==> src/rtl/sacl_div.sv <==
module sacl_div #(
    parameter int NUM_W = 32,
    parameter int DEN_W = 13
) (
    input  logic             i_clk,
    input  logic             i_rst_n,
    input  logic             i_start,
    input  logic [NUM_W-1:0] i_num,
    input  logic [DEN_W-1:0] i_den,
    output logic             o_busy,
    output logic [NUM_W-1:0] o_quot,
    output logic [DEN_W-1:0] o_rem
);
    localparam int CNT_W = $clog2(NUM_W + 1);

    logic [CNT_W-1:0] r_cnt;
    logic [NUM_W-1:0] r_quot;
    logic [DEN_W-1:0] r_rem;
    logic [DEN_W-1:0] r_den;
    logic [DEN_W:0]   trial;
    logic [DEN_W:0]   diff;
    logic             fits;

    // Restoring division, one quotient bit per cycle.
    assign trial = {r_rem, r_quot[NUM_W-1]};
    assign diff  = trial - {1'b0, r_den};
    assign fits  = trial >= {1'b0, r_den};

    always_ff @(posedge i_clk) begin
        if (!i_rst_n) begin
            r_cnt <= '0;
        end else if (i_start) begin
            r_cnt <= CNT_W'(NUM_W);
        end else if (r_cnt != '0) begin
            r_cnt <= r_cnt - CNT_W'(1);
        end
    end

    always_ff @(posedge i_clk) begin
        if (i_start) begin
            r_quot <= i_num;
            r_rem  <= '0;
            r_den  <= i_den;
        end else if (r_cnt != '0) begin
            r_quot <= {r_quot[NUM_W-2:0], fits};
            r_rem  <= fits ? diff[DEN_W-1:0] : trial[DEN_W-1:0];
        end
    end

    assign o_busy = r_cnt != '0;
    assign o_quot = r_quot;
    assign o_rem  = r_rem;
endmodule

==> config.mk <==
export PLATFORM = sky130hd
export DESIGN_NAME = sacl_div
export DESIGN_NICKNAME = d
export VERILOG_FILES = /design/src/rtl/sacl_div.sv
export SDC_FILE = /design/constraint.sdc
export NUM_CORES = 1
export LEC_CHECK = 0
export BUFFER_PORTS_ARGS = -buffer_cell sky130_fd_sc_hd__buf_4
export CORE_MARGIN = 2
export CORE_UTILIZATION = 50
export DETAILED_ROUTE_END_ITERATION = 8
export PLACE_DENSITY = 0.87
export SLEW_MARGIN = 20
export SYNTH_ARGS = -nofsm -noshare
export SYNTH_HDL_FRONTEND = slang
export SYNTH_SLANG_ARGS = --single-unit
==> constraint.sdc <==
create_clock -name i_clk -period 3.5 [get_ports i_clk]
set_input_delay 0.875 -clock i_clk [delete_from_list [all_inputs] [get_ports i_clk]]
set_output_delay 0.875 -clock i_clk [all_outputs]
set_load 0.005 [all_outputs]
==> results.sh, run 1 <==
export IMPL_clock_sinks=64
export IMPL_hold_path_class="flop to flop"
export IMPL_finalPower_mw=3.26
export IMPL_drt_first_pass_iters=4
export IMPL_cts_max_level=3
export IMPL_synth_common_cells="edfxtp_1, mux2_2, inv_1, nor2_1, dfxtp_1"
export IMPL_fin_ws_ns=0.547
export IMPL_r2r_start="o_quot[31]$_DFFE_PP_"
export IMPL_finalCritPeriodShare_pct=84.4
export IMPL_final_nets=436
export IMPL_grt_max_degree=61
export IMPL_synth_cells=277
export IMPL_fin_skew_ns=0.00593
export IMPL_startpoint="r_cnt[0]$_SDFFE_PP0P_"
export IMPL_clock_path_buffers=2
export IMPL_power_leakage_nw=1.84
export IMPL_grt_pass1_wl_um=12400
export IMPL_ys_flop_type="edfxtp_1"
export IMPL_grt_setup_unrepaired="false"
export IMPL_core_area_sq_um=6420
export IMPL_crit_path_end_kind="output pin"
export IMPL_max_slew_margin_rel_pct=52.4
export IMPL_grt_pass1_vias=2723
export IMPL_cts_tree="done"
export IMPL_clk_latency_ns=0.35
export IMPL_numCtsBuffers=9
export IMPL_num_vias=2536
export IMPL_ys_types=55
export IMPL_min_from="r_cnt[1]$_SDFFE_PP0P_"
export IMPL_wire_per_inst_um=16.4
export IMPL_startpoint_type="flop"
export IMPL_ir_drop_mv=0.395
export IMPL_gp_congestion=0.831
export IMPL_synth_edff_count=45
export IMPL_ys_top_cells_by_area="edfxtp_1, dfxtp_1, mux2_2, ha_1, inv_1"
export IMPL_antennaDiodeCount=0
export IMPL_final_core_util_pct=67.0
export IMPL_start_util_pct=52.5
export IMPL_outcome="finished clean"
export IMPL_postRouteAntennaNets=0
export IMPL_synth_top_area_share_pct=40.1
export IMPL_clock_fmax_mhz=339
export IMPL_syn_avg_cell_area_sq_um=12.2
export IMPL_dieArea_sq_um=7410
export IMPL_synth_most_common_cell="edfxtp_1"
export IMPL_ioPinCount=94
export IMPL_drt_iter0_drc=145
export IMPL_worstPathArrival_ns=2.08
export IMPL_track_usage_pct=21.3
export IMPL_fin_crit_ns=2.95
export IMPL_critPathMaxFanout=11
export IMPL_syn_area_sq_um=3370
export IMPL_ys_async_sr_fraction_pct=0
export IMPL_dp_hpwl_um=5500
export IMPL_fillCellCount=509
export IMPL_post_place_ws_ns=0.712
export IMPL_ff_latch_area_sq_um=1730
export IMPL_required_ns=2.62
export IMPL_whs_ns=0.518
export IMPL_stdcell_count=455
export IMPL_postCtsSetupRepairBufs=0
export IMPL_multi_input_area_sq_um=1510
export IMPL_seq_area_frac_synth_pct=51.4
export IMPL_grt_overflow_total=0
export IMPL_drc=0
export IMPL_antenna_found_initial=0
export IMPL_core_rowCount=29
export IMPL_drt_wl_total_um=7470
export IMPL_viasPerCell=5.57
export IMPL_fin_tns_setup_ns=0
export IMPL_dp_cells=439
export IMPL_cts_hold_fix_buffers=0
export IMPL_root_buffer="clkbuf_8"
export IMPL_placed_cell_area_sq_um=4130
export IMPL_hold_viol=0
export IMPL_finalSetupViolCount=0
export IMPL_drv_slew=0
export IMPL_dieHeight_um=86.1
export IMPL_clkSlewWorstSetupHoldPaths_ns=0.08
export IMPL_final_cell_area_sq_um=4310
export IMPL_timing_max_cap_violations=0
export IMPL_synth_nets=340
export IMPL_port_buffer_count=93
export IMPL_synthToLayoutAreaGrowth_pct=27.8
export IMPL_drive_above_1_share_pct=42.3
export IMPL_power_density_nw_per_um2=758
export IMPL_post_cts_resized=0
export IMPL_tightest_slew_ns=0.713
export IMPL_yosys_warnings=0
export IMPL_yosysTopAreaCell="edfxtp_1"
export IMPL_fp_dieW_um=86.1
export IMPL_crit_type="flop to output pin"
export IMPL_yosys_register_bits=64
==> routing by layer <==
layer | wire (um) | part of all wire, % | global-route usage [%]
met3 | 514 | 6.9 | 6.35
met5 | 0 | 0 | 0
met4 | 151 | 2.0 | 8.37
met2 | 3640 | 49 | 35.7
met1 | 3160 | 42 | 25.8
==> placed cells by master (no fill, tap or decap), types with 5 or more instances in the layout <==
cell	n
a21o_1	7
a21oi_1	10
a311oi_1	5
buf_4	95
clkbuf_8	9
dfxtp_1	19
edfxtp_1	45
ha_1	14
inv_1	21
mux2_2	33
nand2_1	17
nand2b_1	5
nor2_1	20
nor3_1	6
xnor2_1	7
xor2_1	5
==> path summary, 6_finish.rpt <==
kind | endpoint | slack [ns] | depth (start not counted)
max | o_busy | 0.55 | 6
min | r_cnt[1]$_SDFFE_PP0P_ | 0.52 | 2
max reg2reg | o_rem[0]$_SDFFE_PP0P_ | 0.65 | 10
min reg2reg | r_cnt[1]$_SDFFE_PP0P_ | 0.52 | 2
==> kinds of logic after synthesis <==
family	count (synthesis)	share of synthesized area, %
xor gates and xnor gates	12	3.12
buffers and inverters	31	3.90
muxes	35	11.8
AOI/OAI and AO/OA	51	13.1
DFF	64	51.4
adders and majority gates	15	5.79
and+or+nand+nor	69	10.9
==> cell type report <==
class / instances / share of cell area [%]
multi-input cells: 182 / 35.0
inverters: 21 / 1.83
repair buffers: 95 / 16.6
clock inverters: 7 / 1.28
flip-flops and latches: 64 / 40.2
well taps: 77 / 2.24
clock buffers: 9 / 2.88
==> power breakdown <==
part           leakage, nW  internal, mW  switching [mW]
logic                 1.14         0.714           0.748
clock network       0.0862         0.262           0.314
registers            0.614          1.06           0.162
==> flip-flops by register name (all words and copies together), names as in the netlist <==
signal	flops
o_quot	32
o_rem	13
r_den	13
r_cnt	6
==> worst max-delay path: stages (launching register included) <==
cell and delay [ns]:
dfxtp_1 0.32, inv_1 0.10, ha_1 0.22, nand2_1 0.11, nor3_2 0.41, inv_1 0.34, buf_4 0.24
No activity file was read; power rests on OpenSTA's default activity.
==> run 2: changes to the inputs <==
==> constraint.sdc (replaced) <==
create_clock -name i_clk -period 2.8 [get_ports i_clk]
set_input_delay 0.7 -clock i_clk [delete_from_list [all_inputs] [get_ports i_clk]]
set_output_delay 0.7 -clock i_clk [all_outputs]
set_load 0.005 [all_outputs]
==> run 2 against run 1 <==
Compared with the run above: clock power is 39% higher; count of clock-buffer cells in the layout stayed put; cell count is 1.5% higher; final area is 2.2% higher; setup slack worse by 0.44 ns; sequential cell count stayed put; routed wire length is 3.8% higher; total power is 31% higher; first-iteration DRC count is 2.1% lower; via count is 2.1% higher.
==> results.sh, run 2 (synthesis results as in run 1) <==
export IMPL_num_vias=2590
export IMPL_cts_tree="done"
export IMPL_crit_type="flop to flop"
export IMPL_clock_sinks=64
export IMPL_gp_congestion=0.905
export IMPL_hold_viol=0
export IMPL_worstPathArrival_ns=2.97
export IMPL_clk_latency_ns=0.35
export IMPL_final_cell_area_sq_um=4400
export IMPL_clockPowerShare_pct=18.8
export IMPL_timing_rr_end="o_rem[0]$_SDFFE_PP0P_"
export IMPL_fin_ws_ns=0.104
export IMPL_track_usage_pct=22.0
export IMPL_grt_pass1_wl_um=12700
export IMPL_path_cells="inv_1 > ha_1 > inv_1 > fa_1 > a21o_1 > a21o_1 > a211oi_4 > o21a_4 > mux2_4 > a211oi_2"
export IMPL_synthToLayoutAreaGrowth_pct=30.6
export IMPL_cts_max_level=3
export IMPL_power_density_nw_per_um2=971
export IMPL_p_int_mw=2.71
export IMPL_wire_per_inst_um=16.8
export IMPL_rr_worst_depth=10
export IMPL_dieArea_sq_um=7410
export IMPL_rrSetupSlack_ns=0.10
export IMPL_largest_register_ffs=32
export IMPL_max_slew_margin_rel_pct=68.7
export IMPL_r2r_start="o_quot[31]$_DFFE_PP_"
export IMPL_drt_first_pass_iters=4
export IMPL_p_seq_share_pct=36.0
export IMPL_grt_max_degree=41
export IMPL_cpPeakStageDelay_ns=0.42
export IMPL_mostFrequentLayoutCell="buf_4"
export IMPL_placed_cell_area_sq_um=4170
export IMPL_pwr_share_comb_pct=45.2
export IMPL_postRouteAntennaNets=0
export IMPL_antenna_found_initial=0
export IMPL_whs_path_depth=2
export IMPL_finalSetupViolCount=0
export IMPL_switching_share_pct=36.5
export IMPL_required_ns=3.08
export IMPL_core_rowCount=29
export IMPL_tightest_slew_ns=0.469
export IMPL_power_leakage_nw=1.89
export IMPL_ioPinCount=94
export IMPL_fillCellCount=482
export IMPL_drt_wl_total_um=7750
export IMPL_start_util_pct=52.5
export IMPL_hold_path_class="flop to flop"
export IMPL_drt_iter0_drc=142
export IMPL_clock_path_buffers=2
export IMPL_clock_fmax_mhz=371
export IMPL_grt_overflow_total=0
export IMPL_finalPower_mw=4.27
export IMPL_dp_hpwl_um=5620
export IMPL_timing_max_cap_violations=0
export IMPL_fp_dieW_um=86.1
export IMPL_numCtsBuffers=9
export IMPL_p_switching_mw=1.56
export IMPL_final_nets=443
export IMPL_startpoint_type="flop"
export IMPL_crit_path_end_kind="flop"
export IMPL_clkSlewWorstSetupHoldPaths_ns=0.08
export IMPL_port_buffer_count=93
export IMPL_fin_skew_ns=0.00810
export IMPL_critPathMaxFanout=6
export IMPL_dieHeight_um=86.1
export IMPL_whs_ns=0.513
export IMPL_outcome="finished clean"
export IMPL_grt_pass1_vias=2631
export IMPL_finalCritPeriodShare_pct=96.3
export IMPL_core_area_sq_um=6420
export IMPL_drc=0
export IMPL_drv_slew=0
export IMPL_antennaDiodeCount=0
export IMPL_fin_crit_ns=2.70
export IMPL_min_from="o_rem[11]$_SDFFE_PP0P_"
export IMPL_ir_drop_mv=0.464
export IMPL_root_buffer="clkbuf_8"
export IMPL_final_cell_mix="buf_4, edfxtp_1, mux2_2"
export IMPL_crit_slowest_cell="edfxtp_1"
export IMPL_drive_above_1_share_pct=43.1
export IMPL_viasPerCell=5.61
export IMPL_post_place_ws_ns=0.0362
export IMPL_holdPathEnd="o_rem[11]$_SDFFE_PP0P_"
## run 2: cell count changes in the layout (fill, tap and decap cells not counted), sizes merged
cell / before / now
buf: 95 / 102
bufinv: 0 / 1
inv: 23 / 22
## run 2: timing repair
action / CTS / global route
resized for setup: 0 / 0
hold buffers: 0 / 0
setup endpoints to repair: 0 / 5
buffers inserted: 0 / 4
## run 2: worst max-delay path: cells and delay by family, from the launching register on
| kind | cells | cell delay [ns] |
|---|---|---|
| AO/OA/AOI/OAI | 5 | 1.15 |
| adder cells (fa/ha/maj) | 2 | 0.58 |
| flip-flops | 1 | 0.42 |
| multiplexers | 1 | 0.31 |
| buffers and inverters | 2 | 0.17 |
## run 2: final cells by class
cell class                      count  area [sq um]  share of cell area [%]
Timing Repair Buffer              102           791                    18.0
Inverter                           21          78.8                    1.79
Multi-Input combinational cell    182          1510                    34.2
Clock buffer                        9           124                    2.82
Clock inverter                      7          71.3                    1.62
Tap cell                           77          96.3                    2.19
Sequential cell                    64          1730                    39.4
## run 2: worst max path at each step
stage | slack (ns) | end | from
global route | -0.005 | o_rem[0]$_SDFFE_PP0P_ | o_quot[31]$_DFFE_PP_
finish | 0.10 | o_rem[0]$_SDFFE_PP0P_ | o_quot[31]$_DFFE_PP_
CTS | 0.02 | o_rem[0]$_SDFFE_PP0P_ | o_quot[31]$_DFFE_PP_
global placement | 0.19 | o_rem[0]$_SDFFE_PP0P_ | o_quot[31]$_DFFE_PP_
detailed placement | 0.04 | o_rem[0]$_SDFFE_PP0P_ | o_quot[31]$_DFFE_PP_
floorplan | 0.26 | o_rem[0]$_SDFFE_PP0P_ | o_quot[31]$_DFFE_PP_
## run 2: per-stage QoR
stage | setup TNS [ns] | utilization (%) | std cells
after global routing | -0.00685 | 68.5 | 462
final | 0 | 68.5 | 462
after floorplan | 0 | - | 277
after detailed placement | 0 | 65.0 | 442
after CTS | 0 | 68.0 | 458
after global placement | 0 | 65.0 | 442
## run 2: power by group through the flow
stage | logic, mW | registers, mW | clock network [mW]
final | 1.93 | 1.54 | 0.802
after global routing | 2.12 | 1.57 | 0.843
after CTS | 1.87 | 1.54 | 0.804
after detailed placement | 1.86 | 1.55 | 0
after global placement | 1.81 | 1.54 | 0
after floorplan | 1.19 | 1.52 | 0
## run 2: routing by layer
layer,global-route usage [%],vias to the layer above,part of all wire [%]
li1,-,1233,-
met1,26.7,1216,41
met2,35.7,126,48
met3,7.51,15,8.5
met4,9.09,0,1.9
met5,0,-,0
==> run 3: changes to the inputs <==
--- a/config.mk
+++ b/config.mk
@@ -6,7 +6,7 @@
 export NUM_CORES = 1
 export LEC_CHECK = 0
 export BUFFER_PORTS_ARGS = -buffer_cell sky130_fd_sc_hd__buf_4
-export CORE_MARGIN = 2
+export CORE_MARGIN = 8
 export CORE_UTILIZATION = 50
 export DETAILED_ROUTE_END_ITERATION = 8
 export PLACE_DENSITY = 0.87
==> run 3 against run 2 <==
Compared with the run above: sequential power is essentially flat; via count shrank 3.0%; clock power shrank 20%; utilization shrank 3.4 points.
==> results.sh, run 3 (synthesis results as in run 1) <==
export IMPL_core_area_sq_um=6640
export IMPL_grt_pass1_wl_um=12900
export IMPL_startpoint_type="flop"
export IMPL_stdcell_count=462
export IMPL_finalSetupViolCount=0
export IMPL_gp_congestion=0.829
export IMPL_fin_skew_ns=0.00781
export IMPL_grt_overflow_total=0
export IMPL_num_vias=2512
export IMPL_dp_hpwl_um=5980
export IMPL_postRouteAntennaNets=0
export IMPL_clock_path_buffers=2
export IMPL_mostFrequentLayoutCell="buf_4"
export IMPL_max_slew_margin_rel_pct=63.3
export IMPL_grt_pass1_vias=2723
export IMPL_placed_cell_area_sq_um=4160
export IMPL_critPathMaxFanout=9
export IMPL_fin_tns_setup_ns=0
export IMPL_largest_register_ffs=32
export IMPL_cts_max_level=3
export IMPL_drive_above_1_share_pct=41.9
export IMPL_clock_fmax_mhz=373
export IMPL_hold_viol=0
export IMPL_dp_cells=446
export IMPL_required_ns=2.90
export IMPL_grt_setup_unrepaired="true"
export IMPL_tightest_slew_ns=0.550
export IMPL_clkSlewWorstSetupHoldPaths_ns=0.07
export IMPL_dieArea_sq_um=9620
export IMPL_fin_crit_ns=2.68
export IMPL_antenna_found_initial=0
export IMPL_final_cell_area_sq_um=4330
export IMPL_worstPathArrival_ns=2.78
export IMPL_track_usage_pct=16.9
export IMPL_ir_drop_mv=0.653
export IMPL_drc=0
export IMPL_finalCritPeriodShare_pct=95.6
export IMPL_outcome="finished clean"
export IMPL_drt_iter0_drc=91
export IMPL_antennaDiodeCount=0
export IMPL_port_buffer_count=93
export IMPL_dieHeight_um=98.1
export IMPL_final_nets=441
export IMPL_whs_ns=0.499
export IMPL_numCtsBuffers=9
export IMPL_hold_path_class="flop to flop"
export IMPL_root_buffer="clkbuf_8"
export IMPL_final_cell_mix="buf_4, edfxtp_1, mux2_2"
export IMPL_power_leakage_nw=1.85
export IMPL_drt_wl_total_um=7970
export IMPL_drv_slew=0
export IMPL_clock_sinks=64
export IMPL_synthToLayoutAreaGrowth_pct=28.4
export IMPL_viasPerCell=5.44
export IMPL_core_rowCount=30
export IMPL_ioPinCount=94
export IMPL_fp_dieW_um=98.1
export IMPL_crit_path_end_kind="flop"
export IMPL_cts_tree="done"
export IMPL_crit_type="flop to flop"
export IMPL_grt_max_degree=44
export IMPL_wire_per_inst_um=17.2
export IMPL_drt_first_pass_iters=4
export IMPL_power_density_nw_per_um2=939
export IMPL_finalPower_mw=4.06
export IMPL_clk_latency_ns=0.34
export IMPL_timing_max_cap_violations=0
export IMPL_start_util_pct=50.7
export IMPL_cts_hold_fix_buffers=0
## run 3: changes by cell type in the layout (fill, tap and decap cells not counted), sizes merged
cell | before | now
clkinvlp | 2 | 1
inv | 22 | 21
clkinv | 3 | 5
buf | 102 | 100
bufinv | 1 | 0
## run 3: cell type report
type	instances	area, sq um
well taps	80	100
repair buffers	100	751
fillers	526	2320
multi-input cells	182	1510
inverters	21	78.8
flip-flops and latches	64	1730
clock buffers	9	124
clock inverters	6	27.5
## run 3: layer usage
layer / track usage [%] / vias to the layer above / wire [um]
met5: 0 / - / 0
met4: 7.91 / 0 / 195
met3: 8.04 / 17 / 792
met2: 27.2 / 97 / 3730
met1: 18.3 / 1173 / 3250
li1: - / 1225 / -
## run 3: path summary, 6_finish.rpt
path | start | endpoint | slack, ns | cells after the start
worst max-delay path | o_quot[31]$_DFFE_PP_ | o_quot[0]$_DFFE_PP_ | 0.12 | 10
worst min-delay path | o_rem[2]$_SDFFE_PP0P_ | o_rem[2]$_SDFFE_PP0P_ | 0.50 | 2
worst max register to register | o_quot[31]$_DFFE_PP_ | o_quot[0]$_DFFE_PP_ | 0.12 | 10
worst min register to register | o_rem[2]$_SDFFE_PP0P_ | o_rem[2]$_SDFFE_PP0P_ | 0.50 | 2
## run 3: through the flow
stage	util, %	setup WS (ns)
6_report	65.1	0.122
5_1_grt	65.1	-0.00127
4_1_cts	64.9	0.0250
3_5_place_dp	62.6	0.0477
3_3_place_gp	62.6	0.202
2_1_floorplan	-	0.261
## run 3: critical path, cell delays in order (launching register included)
cell and delay [ns]:
edfxtp_1 0.40, inv_1 0.11, ha_1 0.17, inv_1 0.05, fa_1 0.40, a21o_1 0.21
a21o_1 0.23, a211oi_4 0.27, buf_4 0.18, o21ai_4 0.11, mux2_2 0.30
## run 3: repair_timing
item	CTS	global route
setup buffers	0	1
setup endpoints to repair	0	7
resized for setup	0	1
## run 3: where the power goes
group          internal, mW  total, mW  switching [mW]
Clock                 0.302      0.643           0.342
Combinational         0.931       1.89           0.959
Sequential             1.33       1.53           0.198
Total                  2.56       4.06            1.50
